[src/rtl/fork_token_mutex_node_defines.svh]
// ----------------------------------------------------------------------------
// fork_token_mutex_node_defines
// Assertion macros used by the fork token mutex node RTL.
// ----------------------------------------------------------------------------
`ifndef FORK_TOKEN_MUTEX_NODE_DEFINES_SVH
`define FORK_TOKEN_MUTEX_NODE_DEFINES_SVH

// condition holds on every clock edge out of reset
`define FTM_ASSERT_ALWAYS(lbl, clk, rst_n, cond, msg) \
    lbl: assert property (@(posedge clk) disable iff (!rst_n) (cond)) else $error(msg);

// antecedent implies consequent in the same cycle
`define FTM_ASSERT_IMPL(lbl, clk, rst_n, ante, cons, msg) \
    lbl: assert property (@(posedge clk) disable iff (!rst_n) (ante) |-> (cons)) else $error(msg);

`endif

[src/rtl/ftm_pkg.sv]
// ----------------------------------------------------------------------------
// ftm_pkg
// Types and constants of the fork token mutex node.
// ----------------------------------------------------------------------------
package ftm_pkg;

    localparam int OP_W       = 3;
    localparam int PEER_W     = 4;
    localparam int CFG_IDX_W  = 2;
    localparam int CFG_DATA_W = 4;
    localparam int TALLY_W    = 4;

    typedef enum logic [OP_W-1:0] {
        OP_INIT       = 3'd0,
        OP_LOCAL_REQ  = 3'd1,
        OP_RELEASE    = 3'd2,
        OP_PEER_REQ   = 3'd3,
        OP_PEER_REPLY = 3'd4,
        OP_PEER_DONE  = 3'd5
    } t_op;

    typedef enum logic [1:0] {
        PH_IDLE = 2'd0,
        PH_WAIT = 2'd1,
        PH_CRIT = 2'd2
    } t_phase;

    localparam logic KIND_REQUEST = 1'b0;
    localparam logic KIND_REPLY   = 1'b1;

    localparam logic [CFG_IDX_W-1:0] CFG_NODE_ID    = 2'd0;
    localparam logic [CFG_IDX_W-1:0] CFG_PEER_COUNT = 2'd1;

    localparam logic [CFG_DATA_W-1:0] NODE_ID_RST    = 4'd1;
    localparam logic [CFG_DATA_W-1:0] PEER_COUNT_RST = 4'd2;
    localparam logic [TALLY_W-1:0]    TALLY_MAX      = 4'hF;

    typedef enum logic [2:0] {
        CELL_NOP,
        CELL_INIT,
        CELL_MARK,
        CELL_RELEASE,
        CELL_PEER_REQ,
        CELL_PEER_REPLY
    } t_cell_op;

    typedef struct packed {
        t_cell_op              op;
        logic [CFG_DATA_W-1:0] node_id;
        logic [CFG_DATA_W-1:0] peer_count;
        logic [PEER_W-1:0]     peer;
        logic                  give_ok;
        logic                  adv;
    } t_cell_cmd;

    typedef struct packed {
        logic need;
        logic pend;
        logic hit;
        logic gave;
    } t_cell_stat;

    typedef struct packed {
        logic              send_valid;
        logic              send_kind;
        logic [PEER_W-1:0] send_to;
        logic              granted;
        logic              all_done;
        logic              last;
    } t_result;

endpackage

[src/rtl/ftm_if.sv]
// ----------------------------------------------------------------------------
// ftm_if
// Valid/ready channels of the fork token mutex node: input, result, config.
// ----------------------------------------------------------------------------
interface ftm_in_if;
    logic                        valid;
    logic                        ready;
    logic [ftm_pkg::OP_W-1:0]    operation;
    logic [ftm_pkg::PEER_W-1:0]  peer;

    modport source (output valid, operation, peer, input ready);
    modport sink   (input valid, operation, peer, output ready);
endinterface

interface ftm_out_if;
    logic                        valid;
    logic                        ready;
    logic                        send_valid;
    logic                        send_kind;
    logic [ftm_pkg::PEER_W-1:0]  send_to;
    logic                        granted;
    logic                        all_done;
    logic                        last;

    modport source (output valid, send_valid, send_kind, send_to, granted, all_done, last,
                    input ready);
    modport sink   (input valid, send_valid, send_kind, send_to, granted, all_done, last,
                    output ready);
endinterface

interface ftm_cfg_if;
    logic                            valid;
    logic                            ready;
    logic [ftm_pkg::CFG_IDX_W-1:0]   index;
    logic [ftm_pkg::CFG_DATA_W-1:0]  data;

    modport source (output valid, index, data, input ready);
    modport sink   (input valid, index, data, output ready);
endinterface

[src/rtl/ftm_cell.sv]
// ----------------------------------------------------------------------------
// ftm_cell
// Per-peer cell: fork, dirty and request token bits, a pending-send bit and
// one stage of the scan chain that walks the row to emit sends in order.
// ----------------------------------------------------------------------------
module ftm_cell #(
    parameter int CELL_IDX = 0
) (
    input  logic                i_clk,
    input  logic                i_rst_n,
    input  ftm_pkg::t_cell_cmd  i_cmd,
    input  logic                i_scan,
    output logic                o_scan,
    output ftm_pkg::t_cell_stat o_stat
);

    localparam int IDX_BITS = $clog2(CELL_IDX + 2);
    localparam int CMP_W    = (IDX_BITS > 4) ? IDX_BITS : 4;

    logic r_fork, r_dirty, r_token, r_pend, r_scan;
    logic n_fork, n_dirty, n_token, n_pend, n_scan;

    logic [CMP_W-1:0] w_idx, w_node, w_count, w_peer;
    logic             w_range, w_in_range, w_sel, w_give;

    assign w_idx      = CMP_W'(CELL_IDX);
    assign w_node     = CMP_W'(i_cmd.node_id);
    assign w_count    = CMP_W'(i_cmd.peer_count);
    assign w_peer     = CMP_W'(i_cmd.peer);
    assign w_range    = (w_idx != '0) && (w_idx < w_count);
    assign w_in_range = w_range && (w_idx != w_node);
    assign w_sel      = w_in_range && (w_idx == w_peer);
    assign w_give     = (i_cmd.op == ftm_pkg::CELL_PEER_REQ) && w_sel && r_fork && r_dirty
                        && i_cmd.give_ok;

    always_comb begin
        n_fork  = r_fork;
        n_dirty = r_dirty;
        n_token = r_token;
        n_pend  = r_pend;
        n_scan  = r_scan;
        case (i_cmd.op)
            ftm_pkg::CELL_INIT: begin
                n_fork  = w_range && (w_node < w_idx);
                n_dirty = w_range && (w_node < w_idx);
                n_token = w_range && (w_node > w_idx);
            end
            ftm_pkg::CELL_MARK: begin
                if (w_in_range && !r_fork && r_token) begin
                    n_pend  = 1'b1;
                    n_token = 1'b0;
                end
            end
            ftm_pkg::CELL_RELEASE: begin
                if (w_in_range) begin
                    n_dirty = 1'b1;
                    if (r_token) begin
                        n_fork = 1'b0;
                        n_pend = 1'b1;
                    end
                end
            end
            ftm_pkg::CELL_PEER_REQ: begin
                if (w_sel) begin
                    n_token = 1'b1;
                end
                if (w_give) begin
                    n_fork  = 1'b0;
                    n_dirty = 1'b0;
                end
            end
            ftm_pkg::CELL_PEER_REPLY: begin
                if (w_sel) begin
                    n_fork  = 1'b1;
                    n_dirty = 1'b0;
                end
            end
            default: begin
            end
        endcase
        if (i_cmd.adv) begin
            n_scan = i_scan;
            if (r_scan) begin
                n_pend = 1'b0;
            end
        end
    end

    always_ff @(posedge i_clk) begin
        if (!i_rst_n) begin
            r_fork  <= 1'b0;
            r_dirty <= 1'b0;
            r_token <= 1'b0;
            r_pend  <= 1'b0;
            r_scan  <= 1'b0;
        end else begin
            r_fork  <= n_fork;
            r_dirty <= n_dirty;
            r_token <= n_token;
            r_pend  <= n_pend;
            r_scan  <= n_scan;
        end
    end

    assign o_scan      = r_scan;
    assign o_stat.need = w_in_range && !r_fork;
    assign o_stat.pend = r_pend;
    assign o_stat.hit  = r_scan && r_pend;
    assign o_stat.gave = w_give;

endmodule

[src/rtl/fork_token_mutex_node.sv]
// ----------------------------------------------------------------------------
// fork_token_mutex_node
// Flow: an accepted beat passes S_APPLY, then S_STATUS for a status-only result;
//   a beat evaluated again or answered by a single reply also passes S_EVAL, and
//   a release or sweep walks the cell row in S_SCAN one cell per cycle.
// Throughput: sequential; a new beat is taken only in S_IDLE, after the last
//   result beat is loaded. Output stalls hold the scan in place.
// Reset: synchronous; clears fork/token bits, phase idle, tally zero,
//   node_id 1, peer_count 2.
// ----------------------------------------------------------------------------
`include "fork_token_mutex_node_defines.svh"

module fork_token_mutex_node #(
    parameter int MAX_PEERS = 16
) (
    input  logic      i_clk,
    input  logic      i_rst_n,
    ftm_in_if.sink    i_in_beat,
    ftm_out_if.source o_out_beat,
    ftm_cfg_if.sink   i_cfg
);

    localparam int IW = $clog2(MAX_PEERS);

    typedef enum logic [2:0] {
        S_IDLE,
        S_APPLY,
        S_EVAL,
        S_REPLY,
        S_SCAN,
        S_STATUS
    } t_state;

    t_state                              r_state, n_state;
    ftm_pkg::t_phase                     r_phase, n_phase;
    logic [ftm_pkg::TALLY_W-1:0]         r_tally, n_tally;
    logic [ftm_pkg::CFG_DATA_W-1:0]      r_node_id, n_node_id;
    logic [ftm_pkg::CFG_DATA_W-1:0]      r_peer_count, n_peer_count;
    logic [ftm_pkg::OP_W-1:0]            r_op, n_op;
    logic [ftm_pkg::PEER_W-1:0]          r_peer, n_peer;
    logic                                r_gave, n_gave;
    logic                                r_sweep, n_sweep;
    logic                                r_do_scan, n_do_scan;
    logic                                r_kind, n_kind;
    logic                                r_emitted, n_emitted;
    logic [IW-1:0]                       r_scan_idx, n_scan_idx;
    logic                                r_out_valid, n_out_valid;
    ftm_pkg::t_result                    r_out, n_out;

    ftm_pkg::t_cell_cmd                  w_cmd;
    ftm_pkg::t_cell_stat                 w_stat [MAX_PEERS];
    logic [MAX_PEERS:0]                  w_scan_chain;
    logic                                w_scan_in;
    logic [MAX_PEERS-1:0]                w_need, w_pend, w_hit, w_gave;
    logic                                w_out_free, w_is_peer, w_all_forks, w_hit_any;
    logic                                w_granted, w_all_done, w_emit_now;

    genvar g;
    generate
        for (g = 0; g < MAX_PEERS; g++) begin : g_cell
            ftm_cell #(.CELL_IDX(g)) u_cell (
                .i_clk   (i_clk),
                .i_rst_n (i_rst_n),
                .i_cmd   (w_cmd),
                .i_scan  (w_scan_chain[g]),
                .o_scan  (w_scan_chain[g+1]),
                .o_stat  (w_stat[g])
            );
            assign w_need[g] = w_stat[g].need;
            assign w_pend[g] = w_stat[g].pend;
            assign w_hit[g]  = w_stat[g].hit;
            assign w_gave[g] = w_stat[g].gave;
        end
    endgenerate

    assign w_scan_chain[0] = w_scan_in;
    assign w_out_free  = !r_out_valid || o_out_beat.ready;
    assign w_all_forks = ~|w_need;
    assign w_hit_any   = |w_hit;
    assign w_granted   = (r_phase == ftm_pkg::PH_CRIT);
    assign w_all_done  = ({1'b0, r_tally} + 5'd2) >= {1'b0, r_peer_count};
    assign w_is_peer   = (r_peer != '0) && (r_peer < r_peer_count) && (r_peer != r_node_id)
                         && (32'(r_peer) < 32'(MAX_PEERS));

    always_comb begin
        n_state      = r_state;
        n_phase      = r_phase;
        n_tally      = r_tally;
        n_node_id    = r_node_id;
        n_peer_count = r_peer_count;
        n_op         = r_op;
        n_peer       = r_peer;
        n_gave       = r_gave;
        n_sweep      = r_sweep;
        n_do_scan    = r_do_scan;
        n_kind       = r_kind;
        n_emitted    = r_emitted;
        n_scan_idx   = r_scan_idx;
        n_out_valid  = r_out_valid && !o_out_beat.ready;
        n_out        = r_out;
        w_emit_now   = 1'b0;

        w_cmd.op         = ftm_pkg::CELL_NOP;
        w_cmd.node_id    = r_node_id;
        w_cmd.peer_count = r_peer_count;
        w_cmd.peer       = r_peer;
        w_cmd.give_ok    = 1'b0;
        w_cmd.adv        = 1'b0;
        w_scan_in        = 1'b0;

        if (i_cfg.valid) begin
            case (i_cfg.index)
                ftm_pkg::CFG_NODE_ID:    n_node_id    = i_cfg.data;
                ftm_pkg::CFG_PEER_COUNT: n_peer_count = i_cfg.data;
                default: begin
                end
            endcase
        end

        case (r_state)
            S_IDLE: begin
                if (i_in_beat.valid) begin
                    n_op      = i_in_beat.operation;
                    n_peer    = i_in_beat.peer;
                    n_gave    = 1'b0;
                    n_sweep   = 1'b0;
                    n_do_scan = 1'b0;
                    n_emitted = 1'b0;
                    n_state   = S_APPLY;
                end
            end
            S_APPLY: begin
                n_state = S_STATUS;
                case (r_op)
                    ftm_pkg::OP_INIT: begin
                        w_cmd.op = ftm_pkg::CELL_INIT;
                        n_phase  = ftm_pkg::PH_IDLE;
                    end
                    ftm_pkg::OP_LOCAL_REQ: begin
                        if (r_phase != ftm_pkg::PH_CRIT) begin
                            n_phase = ftm_pkg::PH_WAIT;
                            n_sweep = 1'b1;
                            n_state = S_EVAL;
                        end
                    end
                    ftm_pkg::OP_RELEASE: begin
                        w_cmd.op        = ftm_pkg::CELL_RELEASE;
                        w_cmd.adv       = 1'b1;
                        w_scan_in       = 1'b1;
                        n_phase         = ftm_pkg::PH_IDLE;
                        n_kind          = ftm_pkg::KIND_REPLY;
                        n_scan_idx      = '0;
                        n_state         = S_SCAN;
                    end
                    ftm_pkg::OP_PEER_REQ: begin
                        if (w_is_peer) begin
                            w_cmd.op      = ftm_pkg::CELL_PEER_REQ;
                            w_cmd.give_ok = (r_phase != ftm_pkg::PH_CRIT);
                            n_gave        = |w_gave;
                            n_sweep       = (r_phase == ftm_pkg::PH_WAIT);
                            n_state       = S_EVAL;
                        end
                    end
                    ftm_pkg::OP_PEER_REPLY: begin
                        if (w_is_peer) begin
                            w_cmd.op = ftm_pkg::CELL_PEER_REPLY;
                            n_sweep  = (r_phase == ftm_pkg::PH_WAIT);
                            n_state  = S_EVAL;
                        end
                    end
                    ftm_pkg::OP_PEER_DONE: begin
                        if (r_tally != ftm_pkg::TALLY_MAX) begin
                            n_tally = r_tally + 1'b1;
                        end
                    end
                    default: begin
                    end
                endcase
            end
            S_EVAL: begin
                if (r_sweep) begin
                    if (w_all_forks) begin
                        n_phase = ftm_pkg::PH_CRIT;
                    end else begin
                        w_cmd.op  = ftm_pkg::CELL_MARK;
                        n_kind    = ftm_pkg::KIND_REQUEST;
                        n_do_scan = 1'b1;
                    end
                end
                if (r_gave) begin
                    n_state = S_REPLY;
                end else if (r_sweep && !w_all_forks) begin
                    w_cmd.adv       = 1'b1;
                    w_scan_in       = 1'b1;
                    n_scan_idx      = '0;
                    n_state         = S_SCAN;
                end else begin
                    n_state = S_STATUS;
                end
            end
            S_REPLY: begin
                if (w_out_free) begin
                    n_out_valid      = 1'b1;
                    n_out.send_valid = 1'b1;
                    n_out.send_kind  = ftm_pkg::KIND_REPLY;
                    n_out.send_to    = r_peer;
                    n_out.granted    = w_granted;
                    n_out.all_done   = w_all_done;
                    n_out.last       = ~|w_pend;
                    n_emitted        = 1'b1;
                    if (r_do_scan) begin
                        w_cmd.adv       = 1'b1;
                        w_scan_in       = 1'b1;
                        n_scan_idx      = '0;
                        n_state         = S_SCAN;
                    end else begin
                        n_state = S_IDLE;
                    end
                end
            end
            S_SCAN: begin
                w_cmd.adv  = w_hit_any ? w_out_free : 1'b1;
                w_emit_now = w_hit_any && w_out_free;
                if (w_emit_now) begin
                    n_out_valid      = 1'b1;
                    n_out.send_valid = 1'b1;
                    n_out.send_kind  = r_kind;
                    n_out.send_to    = 4'(r_scan_idx);
                    n_out.granted    = w_granted;
                    n_out.all_done   = w_all_done;
                    n_out.last       = ~|(w_pend & ~w_hit);
                    n_emitted        = 1'b1;
                end
                if (w_cmd.adv) begin
                    if (r_scan_idx == IW'(MAX_PEERS - 1)) begin
                        n_state = (r_emitted || w_emit_now) ? S_IDLE : S_STATUS;
                    end else begin
                        n_scan_idx = r_scan_idx + 1'b1;
                    end
                end
            end
            S_STATUS: begin
                if (w_out_free) begin
                    n_out_valid      = 1'b1;
                    n_out.send_valid = 1'b0;
                    n_out.send_kind  = 1'b0;
                    n_out.send_to    = '0;
                    n_out.granted    = w_granted;
                    n_out.all_done   = w_all_done;
                    n_out.last       = 1'b1;
                    n_state          = S_IDLE;
                end
            end
            default: begin
                n_state = S_IDLE;
            end
        endcase
    end

    always_ff @(posedge i_clk) begin
        if (!i_rst_n) begin
            r_state      <= S_IDLE;
            r_phase      <= ftm_pkg::PH_IDLE;
            r_tally      <= '0;
            r_node_id    <= ftm_pkg::NODE_ID_RST;
            r_peer_count <= ftm_pkg::PEER_COUNT_RST;
            r_gave       <= 1'b0;
            r_sweep      <= 1'b0;
            r_do_scan    <= 1'b0;
            r_emitted    <= 1'b0;
            r_out_valid  <= 1'b0;
        end else begin
            r_state      <= n_state;
            r_phase      <= n_phase;
            r_tally      <= n_tally;
            r_node_id    <= n_node_id;
            r_peer_count <= n_peer_count;
            r_op         <= n_op;
            r_peer       <= n_peer;
            r_gave       <= n_gave;
            r_sweep      <= n_sweep;
            r_do_scan    <= n_do_scan;
            r_kind       <= n_kind;
            r_emitted    <= n_emitted;
            r_scan_idx   <= n_scan_idx;
            r_out_valid  <= n_out_valid;
            r_out        <= n_out;
        end
    end

    assign i_in_beat.ready       = (r_state == S_IDLE);
    assign i_cfg.ready           = 1'b1;
    assign o_out_beat.valid      = r_out_valid;
    assign o_out_beat.send_valid = r_out.send_valid;
    assign o_out_beat.send_kind  = r_out.send_kind;
    assign o_out_beat.send_to    = r_out.send_to;
    assign o_out_beat.granted    = r_out.granted;
    assign o_out_beat.all_done   = r_out.all_done;
    assign o_out_beat.last       = r_out.last;

    `FTM_ASSERT_ALWAYS(a_hit_onehot0, i_clk, i_rst_n, $onehot0(w_hit), "scan hits more than one cell")
    `FTM_ASSERT_IMPL(a_scan_onehot, i_clk, i_rst_n, r_state == S_SCAN, $onehot(w_scan_chain[MAX_PEERS:1]), "scan marker lost or duplicated")
    `FTM_ASSERT_IMPL(a_idle_no_pend, i_clk, i_rst_n, r_state == S_IDLE, ~|w_pend, "sends left pending at idle")
    `FTM_ASSERT_IMPL(a_req_not_granted, i_clk, i_rst_n, r_out_valid && r_out.send_valid && (r_out.send_kind == ftm_pkg::KIND_REQUEST), !r_out.granted, "request beat while granted")

endmodule
[src/flat_wrapper.sv]
// flat-port wrapper written by rule: the top's interface ports become plain ports
module fork_token_mutex_node_flat 
#(
    parameter int MAX_PEERS = 16
)
  (i_clk, i_rst_n, i_in_beat_valid, i_in_beat_operation, i_in_beat_peer, i_in_beat_ready, o_out_beat_valid, o_out_beat_send_valid, o_out_beat_send_kind, o_out_beat_send_to, o_out_beat_granted, o_out_beat_all_done, o_out_beat_last, o_out_beat_ready, i_cfg_valid, i_cfg_index, i_cfg_data, i_cfg_ready);
  ftm_in_if i_in_beat_i ();
  ftm_out_if o_out_beat_i ();
  ftm_cfg_if i_cfg_i ();
  input  logic i_clk;
  input  logic i_rst_n;
  input wire logic [$bits(i_in_beat_i.valid)-1:0] i_in_beat_valid;
  input wire logic [$bits(i_in_beat_i.operation)-1:0] i_in_beat_operation;
  input wire logic [$bits(i_in_beat_i.peer)-1:0] i_in_beat_peer;
  output wire logic [$bits(i_in_beat_i.ready)-1:0] i_in_beat_ready;
  output wire logic [$bits(o_out_beat_i.valid)-1:0] o_out_beat_valid;
  output wire logic [$bits(o_out_beat_i.send_valid)-1:0] o_out_beat_send_valid;
  output wire logic [$bits(o_out_beat_i.send_kind)-1:0] o_out_beat_send_kind;
  output wire logic [$bits(o_out_beat_i.send_to)-1:0] o_out_beat_send_to;
  output wire logic [$bits(o_out_beat_i.granted)-1:0] o_out_beat_granted;
  output wire logic [$bits(o_out_beat_i.all_done)-1:0] o_out_beat_all_done;
  output wire logic [$bits(o_out_beat_i.last)-1:0] o_out_beat_last;
  input wire logic [$bits(o_out_beat_i.ready)-1:0] o_out_beat_ready;
  input wire logic [$bits(i_cfg_i.valid)-1:0] i_cfg_valid;
  input wire logic [$bits(i_cfg_i.index)-1:0] i_cfg_index;
  input wire logic [$bits(i_cfg_i.data)-1:0] i_cfg_data;
  output wire logic [$bits(i_cfg_i.ready)-1:0] i_cfg_ready;
  assign i_in_beat_i.valid = i_in_beat_valid;
  assign i_in_beat_i.operation = i_in_beat_operation;
  assign i_in_beat_i.peer = i_in_beat_peer;
  assign i_in_beat_ready = i_in_beat_i.ready;
  assign o_out_beat_valid = o_out_beat_i.valid;
  assign o_out_beat_send_valid = o_out_beat_i.send_valid;
  assign o_out_beat_send_kind = o_out_beat_i.send_kind;
  assign o_out_beat_send_to = o_out_beat_i.send_to;
  assign o_out_beat_granted = o_out_beat_i.granted;
  assign o_out_beat_all_done = o_out_beat_i.all_done;
  assign o_out_beat_last = o_out_beat_i.last;
  assign o_out_beat_i.ready = o_out_beat_ready;
  assign i_cfg_i.valid = i_cfg_valid;
  assign i_cfg_i.index = i_cfg_index;
  assign i_cfg_i.data = i_cfg_data;
  assign i_cfg_ready = i_cfg_i.ready;
  fork_token_mutex_node #(.MAX_PEERS(MAX_PEERS)) u_core (.i_clk(i_clk), .i_rst_n(i_rst_n), .i_in_beat(i_in_beat_i), .o_out_beat(o_out_beat_i), .i_cfg(i_cfg_i));
endmodule
[config.mk]
export PLATFORM = sky130hd
export DESIGN_NAME = fork_token_mutex_node_flat
export DESIGN_NICKNAME = d
export VERILOG_FILES = /design/src/rtl/ftm_pkg.sv /design/src/rtl/ftm_if.sv /design/src/rtl/ftm_cell.sv /design/src/rtl/fork_token_mutex_node.sv /design/src/flat_wrapper.sv
export VERILOG_INCLUDE_DIRS = /design/src /design/src/rtl
export SDC_FILE = /design/constraint.sdc
export NUM_CORES = 1
export LEC_CHECK = 0
export ABC_AREA = 0
export BUFFER_PORTS_ARGS = -buffer_cell sky130_fd_sc_hd__buf_2
export CORE_MARGIN = 10
export CORE_UTILIZATION = 58
export CTS_BUF_LIST = sky130_fd_sc_hd__clkbuf_2
export DETAILED_ROUTE_END_ITERATION = 12
export PLACE_DENSITY = 0.77
export SKIP_CTS_REPAIR_TIMING = 1
export SYNTH_ARGS = -nofsm -noshare
export SYNTH_HDL_FRONTEND = slang
export SYNTH_SLANG_ARGS = --single-unit
[constraint.sdc]
create_clock -name i_clk -period 2.8 [get_ports i_clk]
set_input_delay 0.28 -clock i_clk [delete_from_list [all_inputs] [get_ports i_clk]]
set_output_delay 0.28 -clock i_clk [all_outputs]
set_load 0.005 [all_outputs]
==> key figures, run 1 <==
Status
  – Run status: finished, final reports clean

STA
  – Final WS setup: ~0.035 ns
  – Tcrit/Tclk final: around 99%
  – Pins Over Slew Limit: 0
  – Setup Viol. Count Final: 0
  – Max Fclk: between 0.3 and 0.4 GHz
  – Slew margin rel.: around 43%
  – Slew @ Worst Pin: ~0.85 ns
  – Final hold viol count: 0
  – Min Tclk post-route: 2.77 ns
  – Clock skew: between 0.03 and 0.04 ns

CTS
  – CTS tree: yes
  – Clock transition at the registers of the reported paths: 0.19 ns
  – H-tree levels: 4
  – CTS sink count: ~110
  – Number of CTS-inserted buffers: 17
  – Root Buffer: clkbuf_2
  – Clock Latency Late Sink: around 0.76 ns
  – CTS max path bufs: 2

Power and ir drop
  – Power share of the sequential group: roughly two fifths
  – Clock power share: 27.9%
  – Sw Share: between 30% and 40%
  – Pwr dens: 617 nW/um^2
  – Max VDD drop: about 0.55 mV
  – Internal power: slightly above 3 mW
  – Total Power: slightly below 5 mW
  – Psw: approximately 1.9 mW
  – Leak: just under 3 nW
  – Comb power frac: a little under a third

Synth
  – Syn_nets: slightly above 900
  – Number of synthesized register bits: 114
  – Asr flop ratio synth: 0%
  – Yosys warns: 0
  – Syn avg cell area: 7.72 um^2
  – Yosys cell types: 73
  – Top_reg_cell synth: dfxtp_1
  – Synthesized area: a little under 7000 um^2
  – Number of synthesized flops with an enable pin: 21
  – Synthesized instance count: between 800 and 900
  – Sequential element share of the synthesized area: 36.2%

Drt
  – Vias/cell: roughly 7.0
  – Via count: just under 8,000
  – Final ANT Viol Nets: 0
  – Drt first pass iters: 6
  – Drt wl/cell: 23.6 um
  – Post-Route WL: roughly 26,000 um
  – DR DRC count: 0
  – Iteration-0 DRC Markers: about 1,400

Worst setup path
  – Cell Chain, Critical Path: buf_4, buf_4, xnor2_1, nand4_1, o211ai_2, buf_4, a211oi_4, nor2_2, buf_6, a2111oi_4, o21ai_1, o221a_2
  – Crit path launch type: register
  – Setup CP Type: register to register
  – CP max-delay cell: edfxtp_1
  – Crit-path max cell delay: just under 0.5 ns
  – Crit path DAT: about 3.4 ns
  – Worst R2R Setup Slack: 0.03 ns
  – Worst EP required: approximately 3.5 ns
  – Setup crit end kind: register
  – Worst path most repeated cell: buf_4
  – CP Max Fanout: 8

Die
  – IO Count: 30
  – Die Height: ~130 um
  – Core ar.: about 12,000 um^2
  – Die width: 129 um
  – Number of cell rows: 39
  – Die area: 16,600 um^2
  – Starting density of the core: between 50% and 60%

Place
  – HPWL after DPL: ~19,000 um
  – Dpl ws: -0.0436 ns
  – Port bufs: 28
  – Dpl cells: about 1,100
  – Placer Congestion: between 1 and 1.5

Worst hold path
  – Worst hold path class: primary input to register

Global routing
  – First-pass GRT wire length: between 30,000 and 40,000 um
  – Vias in the first global route: 7,180
  – Initial antenna violation count: 1
  – Grt total ovfl: 0
  – Largest net degree at the start of global routing: 58
  – GRT Total Usage: between 30% and 40%

Layout
  – P&R area growth vs syn: 16.8%
  – Nets@finish: 995
  – Fin cells: around 1,100
  – Layout cells sized above 1: 17.3%

Job
  – Max-cap violations: 0
[cell type report]
| type | instances | area [um^2] |
|---|---|---|
| tap | 143 | 179 |
| fill | 954 | 3470 |
| multi-input combinational | 678 | 4040 |
| sequential | 114 | 2500 |
| timing repair buffer | 114 | 867 |
| clock inverter | 13 | 209 |
| clock buffer | 19 | 95.1 |
| inverter | 42 | 158 |
| antenna | 1 | 2.50 |
[power groups by stage]
| stage | clock [mW] | sequential, mW | combinational (mW) |
|---|---|---|---|
| floorplan | 0 | 1.96 | 0.982 |
| global placement | 0 | 2.04 | 1.36 |
| detailed placement | 0 | 2.04 | 1.40 |
| CTS | 1.39 | 2.01 | 1.40 |
| global route | 1.46 | 2.04 | 1.65 |
| finish | 1.39 | 2.02 | 1.56 |
[sequential cells by signal, summed over array words and instances (netlist names), 14 cells and up]
name and count:
u_core.g_cell.u_cell.o_scan 15, u_core.g_cell.u_cell.r_pend 14, u_core.g_cell.u_cell.r_dirty 14, u_core.g_cell.u_cell.r_fork 14
u_core.g_cell.u_cell.r_token 14
[worst paths after layout]
| path | end | cells past startpoint | startpoint |
|---|---|---|---|
| worst max-delay path | u_core.g_cell[6].u_cell.r_dirty | 12 | u_core.r_peer[1] |
| worst min-delay path | u_core.r_node_id[3] | 4 | i_cfg_index[1] |
| worst max register to register | u_core.g_cell[6].u_cell.r_dirty | 12 | u_core.r_peer[1] |
| worst min register to register | u_core.g_cell[12].u_cell.r_dirty | 2 | u_core.g_cell[12].u_cell.r_dirty |
[synth_stat cells (all sizes together) (3+ instances only)]
cell type / n / share of area, %
nand2: 101 / 5.5
nor2: 101 / 5.5
dfxtp: 93 / 27
a21oi: 65 / 4.7
o21ai: 59 / 4.4
nor3: 46 / 3.3
inv: 42 / 2.3
nand3: 42 / 3.1
buf: 31 / 2.4
a31oi: 28 / 2.5
clkbuf: 28 / 1.5
edfxtp: 21 / 9.2
o22ai: 18 / 1.6
o31ai: 14 / 1.9
a22oi: 13 / 1.4
a211oi: 12 / 1.6
nand4: 12 / 1.1
nor2b: 11 / 1.0
nor4: 11 / 1.0
ha: 10 / 1.8
mux2i: 9 / 1.3
and3: 8 / 0.73
nand2b: 8 / 0.73
nand3b: 8 / 0.87
a311oi: 7 / 0.89
o211ai: 7 / 1.0
and2: 6 / 0.54
o311a: 6 / 0.87
xnor2: 6 / 0.76
or2: 5 / 0.45
or3: 5 / 0.53
a221oi: 4 / 0.51
nor3b: 4 / 0.44
o21a: 4 / 0.54
xor2: 4 / 0.51
a211o: 3 / 0.38
nand4b: 3 / 0.38
o211a: 3 / 0.44
[worst max-delay path, delay by kind of cell (launching register included)]
kind	cells	cell delay (ns)
AO/OA/AOI/OAI	5	1.12
XOR/XNOR	1	0.13
buffers and inverters	4	0.73
flip-flops	1	0.49
AND/OR/NAND/NOR	2	0.24
[placed cells by master (no fill, tap or decap), types with 12 or more instances in the layout]
cell type	count
nor3_1	44
a22oi_1	13
a21oi_1	64
o22ai_1	18
clkbuf_2	19
nor2_1	100
dlygate4sd3_1	17
o21ai_0	52
buf_2	29
edfxtp_1	21
nand4_1	12
nand2_1	101
a31oi_1	28
nand3_1	42
dfxtp_1	89
buf_4	64
inv_1	41
[logic make-up after synthesis]
group | count (synthesis) | synth area share [%]
AOI/OAI and AO/OA | 272 | 27.3
xor gates and xnor gates | 10 | 1.27
adders and majority gates | 10 | 1.82
buffers and inverters | 101 | 6.21
DFF | 114 | 36.2
muxes | 9 | 1.31
other | 1 | 0.0544
and+or+nand+nor | 376 | 25.9
[per-stage QoR]
stage               setup TNS, ns  instance area, um^2  utilization, %  hold slack (ns)
CTS                        -0.572                 7760            67.4           -0.329
detailed placement         -0.291                 7460            64.8            0.440
finish                          0                 8050            69.9           0.0135
floorplan                       0                 6890               -            0.379
global placement                0                 7460            64.8            0.441
global route               -0.181                 8050            69.9           0.0239
[routing by layer]
layer  vias up  share of wire [%]  track usage (%)
met1      3620                 38             38.4
met4         0                5.5             15.3
li1       3428                  -                -
met3       130                 12             8.17
met5         -                  0                0
met2       654                 44             48.2
(Power assumes the default switching activity.)
==> run 2, diff against run 1 <==
Settings changed: ABC_AREA 0 to default, RECOVER_POWER from default to 100.
==> run 2 against run 1 <==
  * Hold slack improved by 0.0040 ns
  * Global-route usage did not move
  * Sequential power barely moved
  * Die area did not move
  * Power fell by 0.33%
  * Design area fell by 0.33%
  * Non-clock buffer count did not move
  * Clock skew rose by 0.0022 ns
  * First-iteration DRC count rose by 1.1%
  * Utilization fell by 0.23 points
  * Wire length barely moved
==> key figures, run 2 (synthesis gave the netlist of run 1 again) <==
Status
  – Run status: finished, final reports clean

Global routing
  – M1 GR Usage: 38.4% (unchanged)
  – Initial antenna violation count: 1 (unchanged)
  – Grt total ovfl: 0 (unchanged)
  – GRT Total Usage: 30.7% (unchanged)
  – First-pass GRT wire length: 39,700 um (unchanged)
  – Global routing usage on met2: 48.2% (unchanged)
  – Vias in the first global route: 7,180 (unchanged)
  – GRT busiest layer: met2
  – GRT met3 Usage: 8.17% (unchanged)
  – Largest net degree at the start of global routing: 58 (unchanged)

Drt
  – Via count: 7,759 (-0.93%)
  – Drt first pass iters: 7 (+1)
  – DR DRC count: 0 (unchanged)
  – Iteration-0 DRC Markers: 1,386 (+1.1%)
  – Post-Route WL: 26,500 um (about the same)
  – Vias/cell: 6.90 (-0.93%)
  – Drt wl/cell: 23.5 um (about the same)
  – Final ANT Viol Nets: 0 (unchanged)

Worst setup path
  – Crit path DAT: 3.44 ns (about the same)
  – Setup crit end kind: register
  – Crit path launch type: register
  – Worst EP required: 3.47 ns (about the same)
  – CP Max Fanout: 8 (unchanged)
  – Setup CP Type: register to register

Die
  – IO Count: 30 (unchanged)
  – Die width: 129 um (unchanged)
  – Die Height: 129 um (unchanged)
  – Die area: 16,600 um^2 (unchanged)
  – Core ar.: 11,500 um^2 (unchanged)
  – Number of cell rows: 39 (unchanged)
  – Starting density of the core: 59.8% (unchanged)

Layout
  – Max reg flops: 15 (unchanged)
  – Most frequent cells in the layout: nand2_1 (101), nor2_1 (100), dfxtp_1 (89), a21oi_1 (64), buf_4 (60)
  – Design area: 8020 um^2 (-0.33%)
  – Layout cells sized above 1: 15.9% (-1.4 points)
  – Commonest non-fill, non-tap cell in the layout: nand2_1
  – P&R area growth vs syn: 16.4%
  – Fin cells: 1,124 (unchanged)
  – Utilization after layout: 69.6% (-0.23 points)
  – Nets@finish: 995 (unchanged)

CTS
  – CTS max path bufs: 2 (unchanged)
  – Clock transition at the registers of the reported paths: 0.20 ns (about the same)
  – Clock Latency Late Sink: 0.75 ns (about the same)
  – CTS tree: yes
  – Root Buffer: clkbuf_2
  – CTS sink count: 114 (unchanged)
  – H-tree levels: 4 (unchanged)
  – Number of CTS-inserted buffers: 17 (unchanged)

Place
  – Dpl cells: 1,068 (unchanged)
  – Port bufs: 28 (unchanged)
  – Dpl cell area: 7460 um^2 (unchanged)
  – Placer Congestion: 1.07 (unchanged)
  – HPWL after DPL: 19,000 um (unchanged)

Power and ir drop
  – Total Power: 4.95 mW (-0.33%)
  – Leak: 2.88 nW (-1.5%)
  – Max VDD drop: 0.552 mV (about the same)
  – Pwr dens: 617 nW/um^2 (about the same)

Job
  – Max-cap violations: 0 (unchanged)

STA
  – Clock skew: 0.0352 ns (+0.00215 ns)
  – Final hold viol count: 0 (unchanged)
  – Max Fclk: 0.361 GHz (-0.28%)
  – Min Tclk post-route: 2.77 ns (+0.00785 ns)
  – Slew @ Worst Pin: 1.44 ns (+0.585 ns)
  – Pins Over Slew Limit: 0 (unchanged)
  – Slew margin rel.: 4.21% (-39 points)
  – Tcrit/Tclk final: 99.0% (+0.28 points)
  – Hold slack: 0.0174 ns (+0.00397 ns)
  – Setup Viol. Count Final: 0 (unchanged)

Worst hold path
  – Worst hold path class: primary input to register
run 2: layout make-up:
class | instances | area (um^2)
timing repair buffer | 114 | 841
multi-input combinational | 678 | 4040
clock inverter | 13 | 209
sequential | 114 | 2500
clock buffer | 19 | 95.1
inverter | 42 | 158
antenna | 1 | 2.50
fill | 963 | 3500
tap | 143 | 179
run 2: critical path, stage by stage (launching register included):
cell	delay, ns
edfxtp_1	0.49
buf_4	0.17
buf_4	0.18
xnor2_1	0.13
nand4_1	0.11
o211ai_2	0.14
buf_4	0.19
a211oi_4	0.22
nor2_2	0.13
buf_6	0.19
a2111oi_4	0.38
o21ai_1	0.13
o221a_2	0.26
run 2: final timing paths:
| check | from | endpoint | slack [ns] | cells after the start |
|---|---|---|---|---|
| setup / recovery | u_core.r_peer[1] | u_core.g_cell[6].u_cell.r_dirty | 0.03 | 12 |
| hold / removal | i_cfg_index[1] | u_core.r_node_id[3] | 0.02 | 4 |
| setup reg to reg | u_core.r_peer[1] | u_core.g_cell[6].u_cell.r_dirty | 0.03 | 12 |
| hold reg to reg | u_core.g_cell[12].u_cell.r_dirty | u_core.g_cell[12].u_cell.r_dirty | 0.47 | 2 |
run 2: through the flow:
stage,setup TNS [ns],worst slack [ns]
floorplan,0,0.0730
CTS,-0.572,-0.0621
global route,-0.304,-0.0635
finish,0,0.0270
global placement,0,0.0361
detailed placement,-0.291,-0.0436
run 2: where the power goes:
group          internal (mW)  switching, mW
clock                  0.689          0.698
combinational          0.559          0.979
sequential              1.85          0.176
run 2: routing by layer:
layer | vias to the layer above | part of all wire, %
met1 | 3557 | 37
met4 | 0 | 5.9
met3 | 138 | 13
li1 | 3427 | -
met2 | 637 | 44
met5 | - | 0
